<file path="src/rtl/sha1_pkg.sv">
package sha1_pkg;

    typedef struct packed {
        logic [7:0] data_byte;
        logic       byte_valid;
        logic       end_of_message;
    } sha1_item_t;

    typedef enum logic [2:0] {
        ST_IDLE,
        ST_ROUND,
        ST_ADD,
        ST_PAD,
        ST_EMIT
    } sha1_state_t;

    localparam logic [31:0] H0_INIT = 32'h67452301;
    localparam logic [31:0] H1_INIT = 32'hEFCDAB89;
    localparam logic [31:0] H2_INIT = 32'h98BADCFE;
    localparam logic [31:0] H3_INIT = 32'h10325476;
    localparam logic [31:0] H4_INIT = 32'hC3D2E1F0;
    localparam logic [7:0]  PAD_BYTE = 8'h80;
    localparam int          QUEUE_DEPTH = 2;

    function automatic logic [31:0] round_k(input logic [6:0] r);
        logic [31:0] k;
        begin
            if (r < 7'd20)
            begin
                k = 32'h5A827999;
            end
            else if (r < 7'd40)
            begin
                k = 32'h6ED9EBA1;
            end
            else if (r < 7'd60)
            begin
                k = 32'h8F1BBCDC;
            end
            else
            begin
                k = 32'hCA62C1D6;
            end
            return k;
        end
    endfunction

    function automatic logic [31:0] round_f(input logic [6:0] r, input logic [31:0] b,
                                            input logic [31:0] c, input logic [31:0] d);
        logic [31:0] f;
        begin
            if (r < 7'd20)
            begin
                f = (b & c) | (~b & d);
            end
            else if (r >= 7'd40 && r < 7'd60)
            begin
                f = (b & c) | (b & d) | (c & d);
            end
            else
            begin
                f = b ^ c ^ d;
            end
            return f;
        end
    endfunction

endpackage

</file>
<file path="src/rtl/sha1_front.sv">
// Input queue: holds accepted items until the core takes them.
module sha1_front (
    input  logic                clk,
    input  logic                rst_n,
    input  logic                valid,
    input  logic [7:0]          data_byte,
    input  logic                byte_valid,
    input  logic                end_of_message,
    output logic                ready,
    output logic                q_valid,
    output sha1_pkg::sha1_item_t q_item,
    input  logic                q_take
);
    import sha1_pkg::*;

    sha1_item_t slot_reg [QUEUE_DEPTH];
    logic       wr_ptr_reg, wr_ptr_next;
    logic       rd_ptr_reg, rd_ptr_next;
    logic [1:0] count_reg, count_next;
    logic       push;
    logic       pop;

    // Idle items are dropped here; they change nothing downstream.
    assign ready   = (count_reg != 2'(QUEUE_DEPTH));
    assign push    = valid && ready && (byte_valid || end_of_message);
    assign q_valid = (count_reg != 2'd0);
    assign q_item  = slot_reg[rd_ptr_reg];
    assign pop     = q_take && q_valid;

    always_comb
    begin
        wr_ptr_next = wr_ptr_reg ^ push;
        rd_ptr_next = rd_ptr_reg ^ pop;
        count_next  = count_reg + 2'(push) - 2'(pop);
    end

    always_ff @(posedge clk or negedge rst_n)
    begin
        if (!rst_n)
        begin
            wr_ptr_reg <= 1'b0;
            rd_ptr_reg <= 1'b0;
            count_reg  <= 2'd0;
        end
        else
        begin
            wr_ptr_reg <= wr_ptr_next;
            rd_ptr_reg <= rd_ptr_next;
            count_reg  <= count_next;
        end
    end

    always_ff @(posedge clk)
    begin
        if (push)
        begin
            slot_reg[wr_ptr_reg] <= '{data_byte, byte_valid, end_of_message};
        end
    end
endmodule

</file>
<file path="src/rtl/sha1_message_digest.sv">
// SHA-1 digest engine fed one message byte per item. Items whose byte_valid and
// end_of_message are both low are discarded; every other item is appended to the
// current message. At end of message the block pads the message, finishes the
// hash and delivers five result items (H0 first, last_word on H4), or a single
// result with too_long_error set if the 64-bit bit count wrapped. The engine then
// restarts by itself for the next message. A two-entry input queue separates the
// port from the compression core. A byte that does not complete a block is only
// written to the block window; one that completes a block also runs the rounds
// and the hash update, when the core takes no new item, so long messages are
// paced by the single shared round unit. End of message adds up to two block
// compressions, the padding sweep (one byte per cycle) and the result items.
module sha1_message_digest (
    input  logic        clk,
    input  logic        rst_n,
    input  logic        valid,
    output logic        ready,
    input  logic [7:0]  data_byte,
    input  logic        byte_valid,
    input  logic        end_of_message,
    output logic        out_valid,
    input  logic        out_ready,
    output logic [31:0] digest_word,
    output logic [2:0]  word_index,
    output logic        last_word,
    output logic        too_long_error
);
    import sha1_pkg::*;

    logic        front_ready;
    logic        q_valid;
    sha1_item_t  q_item;
    logic        q_take;

    // The front queue takes every offered item that is not idle while it has a free slot.
    sha1_front u_front (
        .clk           (clk),
        .rst_n         (rst_n),
        .valid         (valid),
        .data_byte     (data_byte),
        .byte_valid    (byte_valid),
        .end_of_message(end_of_message),
        .ready         (front_ready),
        .q_valid       (q_valid),
        .q_item        (q_item),
        .q_take        (q_take)
    );
    assign ready = front_ready;

    sha1_state_t state_reg, state_next;
    logic [31:0] h_reg [5];
    logic [31:0] a_reg, b_reg, c_reg, d_reg, e_reg;
    logic [31:0] w_reg [16];
    logic [6:0]  round_reg;
    logic [5:0]  fill_reg;
    logic [63:0] len_reg;
    logic        ovf_reg;
    logic        final_reg;
    logic [2:0]  emit_reg;
    logic        eom_pending_reg;
    logic [31:0] w_cur;
    logic [31:0] w_new;
    logic [31:0] t_sum;
    logic [63:0] len_inc;
    logic [7:0]  pad_byte;

    // Round word: first 16 rounds use the loaded words, later ones expand.
    assign w_new = {w_reg[13] ^ w_reg[8] ^ w_reg[2] ^ w_reg[0]} << 1
                   | {31'd0, (w_reg[13][31] ^ w_reg[8][31] ^ w_reg[2][31] ^ w_reg[0][31])};
    assign w_cur = (round_reg < 7'd16) ? w_reg[0] : w_new;
    assign t_sum = {a_reg[26:0], a_reg[31:27]} + round_f(round_reg, b_reg, c_reg, d_reg)
                   + e_reg + w_cur + round_k(round_reg);
    assign len_inc = len_reg + 64'd8;

    // Padding byte for the current fill position after 0x80: zeros, then the length once final_reg is set.
    always_comb
    begin
        if (fill_reg >= 6'd56 && !final_reg)
        begin
            pad_byte = 8'h00;
        end
        else if (fill_reg >= 6'd56)
        begin
            pad_byte = len_reg[8'(7 - fill_reg[2:0]) * 8 +: 8];
        end
        else
        begin
            pad_byte = 8'h00;
        end
    end

    // final_reg: the 0x80 byte has been placed and the length fits in this block.
    logic pad_started_reg;

    assign q_take = (state_reg == ST_IDLE) && q_valid;

    always_comb
    begin
        state_next = state_reg;
        unique case (state_reg)
            ST_IDLE:
            begin
                if (q_valid)
                begin
                    if (q_item.byte_valid && !ovf_reg && fill_reg == 6'd63)
                    begin
                        state_next = ST_ROUND;
                    end
                    else if (q_item.end_of_message)
                    begin
                        state_next = ovf_reg || (q_item.byte_valid && len_inc == 64'd0)
                                     ? ST_EMIT : ST_PAD;
                    end
                end
            end
            ST_ROUND:
            begin
                if (round_reg == 7'd79)
                begin
                    state_next = ST_ADD;
                end
            end
            ST_ADD:
            begin
                if (final_reg)
                begin
                    state_next = ST_EMIT;
                end
                else if (pad_started_reg)
                begin
                    state_next = ST_PAD;
                end
                else if (eom_pending_reg)
                begin
                    state_next = ovf_reg ? ST_EMIT : ST_PAD;
                end
                else
                begin
                    state_next = ST_IDLE;
                end
            end
            ST_PAD:
            begin
                if (fill_reg == 6'd63)
                begin
                    state_next = ST_ROUND;
                end
            end
            ST_EMIT:
            begin
                if (out_ready && (emit_reg == 3'd4 || ovf_reg))
                begin
                    state_next = ST_IDLE;
                end
            end
            default:
            begin
                state_next = ST_IDLE;
            end
        endcase
    end

    always_comb
    begin
        out_valid      = (state_reg == ST_EMIT);
        digest_word    = ovf_reg ? 32'd0 : h_reg[emit_reg];
        word_index     = ovf_reg ? 3'd0 : emit_reg;
        last_word      = ovf_reg || (emit_reg == 3'd4);
        too_long_error = ovf_reg;
    end

    // Byte insertion into the 16-word window (word 0 first, big-endian).
    logic        wr_byte;
    logic [7:0]  wr_val;
    always_comb
    begin
        wr_byte = 1'b0;
        wr_val  = pad_byte;
        if (state_reg == ST_IDLE && q_valid && q_item.byte_valid && !ovf_reg)
        begin
            wr_byte = 1'b1;
            wr_val  = q_item.data_byte;
        end
        else if (state_reg == ST_PAD)
        begin
            wr_byte = 1'b1;
            wr_val  = pad_started_reg ? pad_byte : PAD_BYTE;
        end
    end

    always_ff @(posedge clk)
    begin
        if (wr_byte)
        begin
            w_reg[fill_reg[5:2]][8'(3 - fill_reg[1:0]) * 8 +: 8] <= wr_val;
        end
        else if (state_reg == ST_ROUND)
        begin
            for (int i = 0; i < 15; i++)
            begin
                w_reg[i] <= w_reg[i + 1];
            end
            w_reg[15] <= w_cur;
        end
        if (state_reg == ST_ROUND)
        begin
            e_reg <= d_reg;
            d_reg <= c_reg;
            c_reg <= {b_reg[1:0], b_reg[31:2]};
            b_reg <= a_reg;
            a_reg <= t_sum;
        end
        else
        begin
            a_reg <= h_reg[0];
            b_reg <= h_reg[1];
            c_reg <= h_reg[2];
            d_reg <= h_reg[3];
            e_reg <= h_reg[4];
        end
    end

    always_ff @(posedge clk or negedge rst_n)
    begin
        if (!rst_n)
        begin
            state_reg       <= ST_IDLE;
            h_reg           <= '{H0_INIT, H1_INIT, H2_INIT, H3_INIT, H4_INIT};
            round_reg       <= 7'd0;
            fill_reg        <= 6'd0;
            len_reg         <= 64'd0;
            ovf_reg         <= 1'b0;
            final_reg       <= 1'b0;
            pad_started_reg <= 1'b0;
            emit_reg        <= 3'd0;
        end
        else
        begin
            state_reg <= state_next;
            unique case (state_reg)
                ST_IDLE:
                begin
                    round_reg <= 7'd0;
                    if (q_valid && q_item.byte_valid && !ovf_reg)
                    begin
                        fill_reg <= fill_reg + 6'd1;
                        len_reg  <= len_inc;
                        if (len_inc == 64'd0)
                        begin
                            ovf_reg <= 1'b1;
                        end
                    end
                    if (q_valid && q_item.end_of_message && !ovf_reg
                        && !(q_item.byte_valid && len_inc == 64'd0))
                    begin
                        pad_started_reg <= 1'b0;
                    end
                    if (q_valid && q_item.end_of_message)
                    begin
                        emit_reg <= 3'd0;
                    end
                end
                ST_ROUND:
                begin
                    round_reg <= round_reg + 7'd1;
                end
                ST_ADD:
                begin
                    h_reg[0] <= h_reg[0] + a_reg;
                    h_reg[1] <= h_reg[1] + b_reg;
                    h_reg[2] <= h_reg[2] + c_reg;
                    h_reg[3] <= h_reg[3] + d_reg;
                    h_reg[4] <= h_reg[4] + e_reg;
                    round_reg <= 7'd0;
                end
                ST_PAD:
                begin
                    fill_reg        <= fill_reg + 6'd1;
                    pad_started_reg <= 1'b1;
                    if (!pad_started_reg && fill_reg < 6'd56)
                    begin
                        final_reg <= 1'b1;
                    end
                    else if (pad_started_reg && fill_reg == 6'd55)
                    begin
                        final_reg <= 1'b1;
                    end
                end
                ST_EMIT:
                begin
                    if (out_ready)
                    begin
                        if (emit_reg == 3'd4 || ovf_reg)
                        begin
                            h_reg           <= '{H0_INIT, H1_INIT, H2_INIT, H3_INIT, H4_INIT};
                            fill_reg        <= 6'd0;
                            len_reg         <= 64'd0;
                            ovf_reg         <= 1'b0;
                            final_reg       <= 1'b0;
                            pad_started_reg <= 1'b0;
                            emit_reg        <= 3'd0;
                        end
                        else
                        begin
                            emit_reg <= emit_reg + 3'd1;
                        end
                    end
                end
                default:
                begin
                    round_reg <= 7'd0;
                end
            endcase
        end
    end

    // Pending end of message after a block-completing byte. The full block is
    // compressed first; the hash update then moves on to padding or the error result.
    always_ff @(posedge clk or negedge rst_n)
    begin
        if (!rst_n)
        begin
            eom_pending_reg <= 1'b0;
        end
        else if (state_reg == ST_IDLE && q_valid && q_item.byte_valid && !ovf_reg
                 && fill_reg == 6'd63 && q_item.end_of_message)
        begin
            eom_pending_reg <= 1'b1;
        end
        else if (state_reg == ST_ADD)
        begin
            eom_pending_reg <= 1'b0;
        end
    end
endmodule

</file>
<file path="config.mk">
export PLATFORM = sky130hd
export DESIGN_NAME = sha1_message_digest
export DESIGN_NICKNAME = d
export VERILOG_FILES = /design/src/rtl/sha1_pkg.sv /design/src/rtl/sha1_front.sv /design/src/rtl/sha1_message_digest.sv
export SDC_FILE = /design/constraint.sdc
export NUM_CORES = 2
export LEC_CHECK = 0
export ABC_CLOCK_PERIOD_IN_PS = 7580
export BUFFER_PORTS_ARGS = -buffer_cell sky130_fd_sc_hd__clkbuf_2
export CAP_MARGIN = 20
export CORE_UTILIZATION = 40
export DETAILED_ROUTE_END_ITERATION = 16
export SETUP_SLACK_MARGIN = 0.3
export SLEW_MARGIN = 30
export SYNTH_ARGS = -nofsm -noshare
export SYNTH_HDL_FRONTEND = slang
export SYNTH_SLANG_ARGS = --single-unit
</file>
<file path="constraint.sdc">
create_clock -name clk -period 7.58 [get_ports clk]
set_clock_uncertainty 0.05 [all_clocks]
set_input_delay 0.379 -clock clk [delete_from_list [all_inputs] [get_ports clk]]
set_output_delay 0.379 -clock clk [all_outputs]
set_load 0.03 [all_outputs]
</file>
==> implementation parameters <==
Parameter                              Value

Layout
  Sequential cell area ... approximately 25000 µm²
  Number of nets in the layout ... roughly 5.6k
  Number of fillers in the final layout ... ~13k
  Leading cell type in the layout, fill and taps excluded ... sky130_fd_sc_hd__nand2_1
  Max FFs per register ... 512
  Leading cell types in the layout, fill and taps excluded ... sky130_fd_sc_hd__nand2_1 (612), sky130_fd_sc_hd__a21o_1 (564), sky130_fd_sc_hd__edfxtp_1 (532)
  Area of the multi-input gates ... roughly 26000 µm²
  Layout overhead on the synthesized area ... 11.2%
  Share of layout cells above drive strength 1 ... 0.0955

Status
  Outcome ... finished clean

Yosys
  Synthesized netlist net count ... 5597
  Share of the yosys chip area belonging to registers ... 0.475
  Synth cell types ... 94
  Prevailing post-synth register cell ... sky130_fd_sc_hd__edfxtp_1
  Async set-reset flop share out of synthesis ... 0.264
  Post-Synthesis Mean Instance Area ... 10.2 µm²
  Post-synth EDFFs ... 532
  Yosys synthesis warning count ... 0
  Netlist area before placement ... about 54000 µm²
  Flip-flop and latch count after synthesis ... 940
  Post-synthesis cell count ... ~5.3k

Run
  Max-capacitance violation count ... 0

Route
  Routed length per placed instance ... 22.3 µm
  DRT iter0 DRCs ... ~3.9k
  Avg Vias per Cell ... between 5 and 6
  Number of remaining DRC errors ... 0
  Detailed Route WL ... roughly 160 mm
  Number of search-and-repair iterations in the first detailed-routing pass ... 7
  DRT antenna net count ... 0
  Count of vias placed by the detailed router ... 40.5k

Timing
  Total negative slack for setup checks ... 0 ns
  Max Fclk ... 168 MHz
  Final critical-path required period ... slightly below 6 ns
  Fin. Hold Viols ... 0
  RSZ-0062 raised after global routing ... no
  Portion of the clock cycle consumed by the worst path in the final layout ... 0.786
  Relative slew slack ... 0.305
  Pins over their slew limit ... 0
  Final setup violation count ... 0
  Worst Max-Slew Pin Slew ... approximately 1.0 ns

CTS
  CTS root buf ... sky130_fd_sc_hd__clkbuf_16
  Post-CTS resize count ... 0
  Max clock buf depth ... 3
  CTS tree ... yes
  CTS clock-pin slew for the worst setup and hold paths ... 0.06 ns
  CTS buffer count ... around 100
  Worst skew pair latency ... between 0.7 and 0.8 ns
  Deepest level of the CTS H-tree ... 3
  Number of clock sinks ... 940

Min path
  Min-Delay Endpoint ... u_front.count_reg[0]$_DFF_PN0_
  WHS Path Cells ... 4
  Start point of the worst hold path ... valid
  Kind of path behind the tightest hold check ... input port to flip-flop

Floorplan
  Die span in x ... around 370 µm
  Die Footprint ... about 140000 µm²
  I/O pin cnt ... 53
  Area of the core ... between 100000 and 150000 µm²
  Floorplan die height ... around 370 µm
  Number of rows created at floorplan ... approximately 130
  Initial core utilization ... 0.402

Global routing
  Largest net degree at the start of global routing ... 211
  Leftover overflow at the end of global routing ... 0
  GRT Total Usage ... 0.233
  Number of global-route vias before repair ... a little under 40k
  Number of antenna violations at the first check in global routing ... 3
  First-pass GRT wire length ... between 200 and 250 mm

Place
  Post-DP HPWL ... ~110 mm
  Number of input and output port buffers inserted ... 52
  Gpl congestion ... ~0.92

Worst setup path
  Setup crit end kind ... flip-flop
  Worst path arrival time ... about 6.5 ns
  Crit-path cells ... nor3_2 -> buf_4 -> buf_4 -> a21oi_1 -> fa_1 -> inv_1 -> fa_1 -> inv_1 -> fa_1 -> inv_1 -> ha_1 -> a21o_1 -> a21o_1 -> a21oi_1 -> o2111ai_1 -> a32o_1 -> o41a_1 -> a21oi_1 -> xnor2_1 -> o21ai_1
  Type of the setup path with the least slack ... flip-flop to flip-flop
  RR Startpoint ... round_reg[5]$_DFFE_PN0P_
  Slack of the worst reg-to-reg path ... approximately 1.6 ns
  CP required ... about 8.1 ns
  Max stage delay cell, worst path ... sky130_fd_sc_hd__fa_1
  Endpoint of the worst-slack reg-to-reg timing path ... a_reg[31]$_DFF_P_
  Maximum fanout along the worst path ... between 40 and 50
  Worst Setup Start Kind ... flip-flop
  Depth of the worst register-to-register path ... 20
  Slowest cell delay on critical path ... about 0.54 ns
[timing repair]
item,CTS,global route
hold buffers,12,0
endpoints found under the hold margin,97,0
setup buffers,0,0
[logic make-up after synthesis]
logic type / synth area share
compound gates: 0.198
xor+xnor: 0.0474
fa+ha+maj: 0.0949
buf+inv: 0.0425
flops: 0.475
mux: 0.0249
simple gates: 0.118
[per-layer routing]
layer,up-vias,part of all wire,track usage
li1,18800,-,-
met1,20100,0.44,0.324
met2,1307,0.47,0.376
met3,264,0.057,0.0312
met4,0,0.030,0.0713
met5,-,0,0
[cell type report]
| type | count | share of cell area |
|---|---|---|
| clock inverters | 46 | 0.0113 |
| well taps | 1768 | 0.0371 |
| repair buffers | 182 | 0.0224 |
| diodes | 2 | 0.0000839 |
| multi-input cells | 3713 | 0.435 |
| clock buffers | 144 | 0.0476 |
| inverters | 296 | 0.0186 |
| flip-flops and latches | 940 | 0.427 |
[Yosys cell counts (27+ instances only)]
cell / n / share of area
sky130_fd_sc_hd__dfrtp_1: 168 / 0.078
sky130_fd_sc_hd__nand3_1: 126 / 0.012
sky130_fd_sc_hd__and3_1: 34 / 0.0040
sky130_fd_sc_hd__o21ai_1: 76 / 0.0071
sky130_fd_sc_hd__xnor2_1: 195 / 0.032
sky130_fd_sc_hd__o31ai_1: 33 / 0.0046
sky130_fd_sc_hd__o22ai_1: 38 / 0.0044
sky130_fd_sc_hd__mux4_2: 43 / 0.018
sky130_fd_sc_hd__o21ai_0: 381 / 0.036
sky130_fd_sc_hd__a22oi_1: 34 / 0.0048
sky130_fd_sc_hd__nand2_1: 614 / 0.043
sky130_fd_sc_hd__dfxtp_1: 160 / 0.060
sky130_fd_sc_hd__nor2_1: 264 / 0.018
sky130_fd_sc_hd__nor3_1: 94 / 0.0088
sky130_fd_sc_hd__nand4_1: 44 / 0.0051
sky130_fd_sc_hd__fa_1: 125 / 0.047
sky130_fd_sc_hd__ha_1: 207 / 0.048
sky130_fd_sc_hd__o21a_1: 34 / 0.0048
sky130_fd_sc_hd__a21oi_1: 250 / 0.023
sky130_fd_sc_hd__a31oi_1: 60 / 0.0070
sky130_fd_sc_hd__dfstp_2: 80 / 0.039
sky130_fd_sc_hd__clkbuf_1: 269 / 0.019
sky130_fd_sc_hd__mux2i_1: 29 / 0.0054
sky130_fd_sc_hd__xor2_1: 95 / 0.016
sky130_fd_sc_hd__nand2b_1: 27 / 0.0031
sky130_fd_sc_hd__nor2b_1: 45 / 0.0052
sky130_fd_sc_hd__a21o_1: 564 / 0.079
sky130_fd_sc_hd__inv_1: 293 / 0.021
sky130_fd_sc_hd__edfxtp_1: 532 / 0.30
sky130_fd_sc_hd__a211oi_1: 43 / 0.0060
[worst max-delay path by stage]
stage	start	endpoint	slack [ns]
final	round_reg[5]$_DFFE_PN0P_	a_reg[31]$_DFF_P_	1.62
after global routing	round_reg[5]$_DFFE_PN0P_	a_reg[31]$_DFF_P_	1.25
after CTS	round_reg[5]$_DFFE_PN0P_	a_reg[31]$_DFF_P_	1.63
after detailed placement	round_reg[5]$_DFFE_PN0P_	a_reg[31]$_DFF_P_	1.68
after global placement	round_reg[6]$_DFFE_PN0P_	a_reg[31]$_DFF_P_	1.78
after floorplan	round_reg[5]$_DFFE_PN0P_	a_reg[31]$_DFF_P_	2.05
[worst max-delay path: cells and delay by family (launching register included)]
family | cells | cell delay, ns
xor gates and xnor gates | 1 | 0.15
adders and majority gates | 4 | 1.94
buffers and inverters | 5 | 0.91
DFF | 1 | 0.47
AOI/OAI and AO/OA | 9 | 2.07
and+or+nand+nor | 1 | 0.19
[metrics by stage]
stage | hold WS [ns] | cell area, µm² | util | setup slack [ns] | std cells
after global routing | 0.184 | 59600 | 0.447 | 1.25 | 7089
final | 0.145 | 59600 | 0.447 | 1.62 | 7091
after floorplan | 0.0334 | 53600 | - | 2.05 | 5251
after global placement | 0.374 | 55900 | 0.419 | 1.78 | 6885
after CTS | 0.106 | 59600 | 0.447 | 1.63 | 7088
after detailed placement | 0.384 | 56000 | 0.420 | 1.68 | 6886
Power is left out: the tool's default activity adds up to more than one toggle a clock period on the data nets, which glitch-free logic cannot reach.
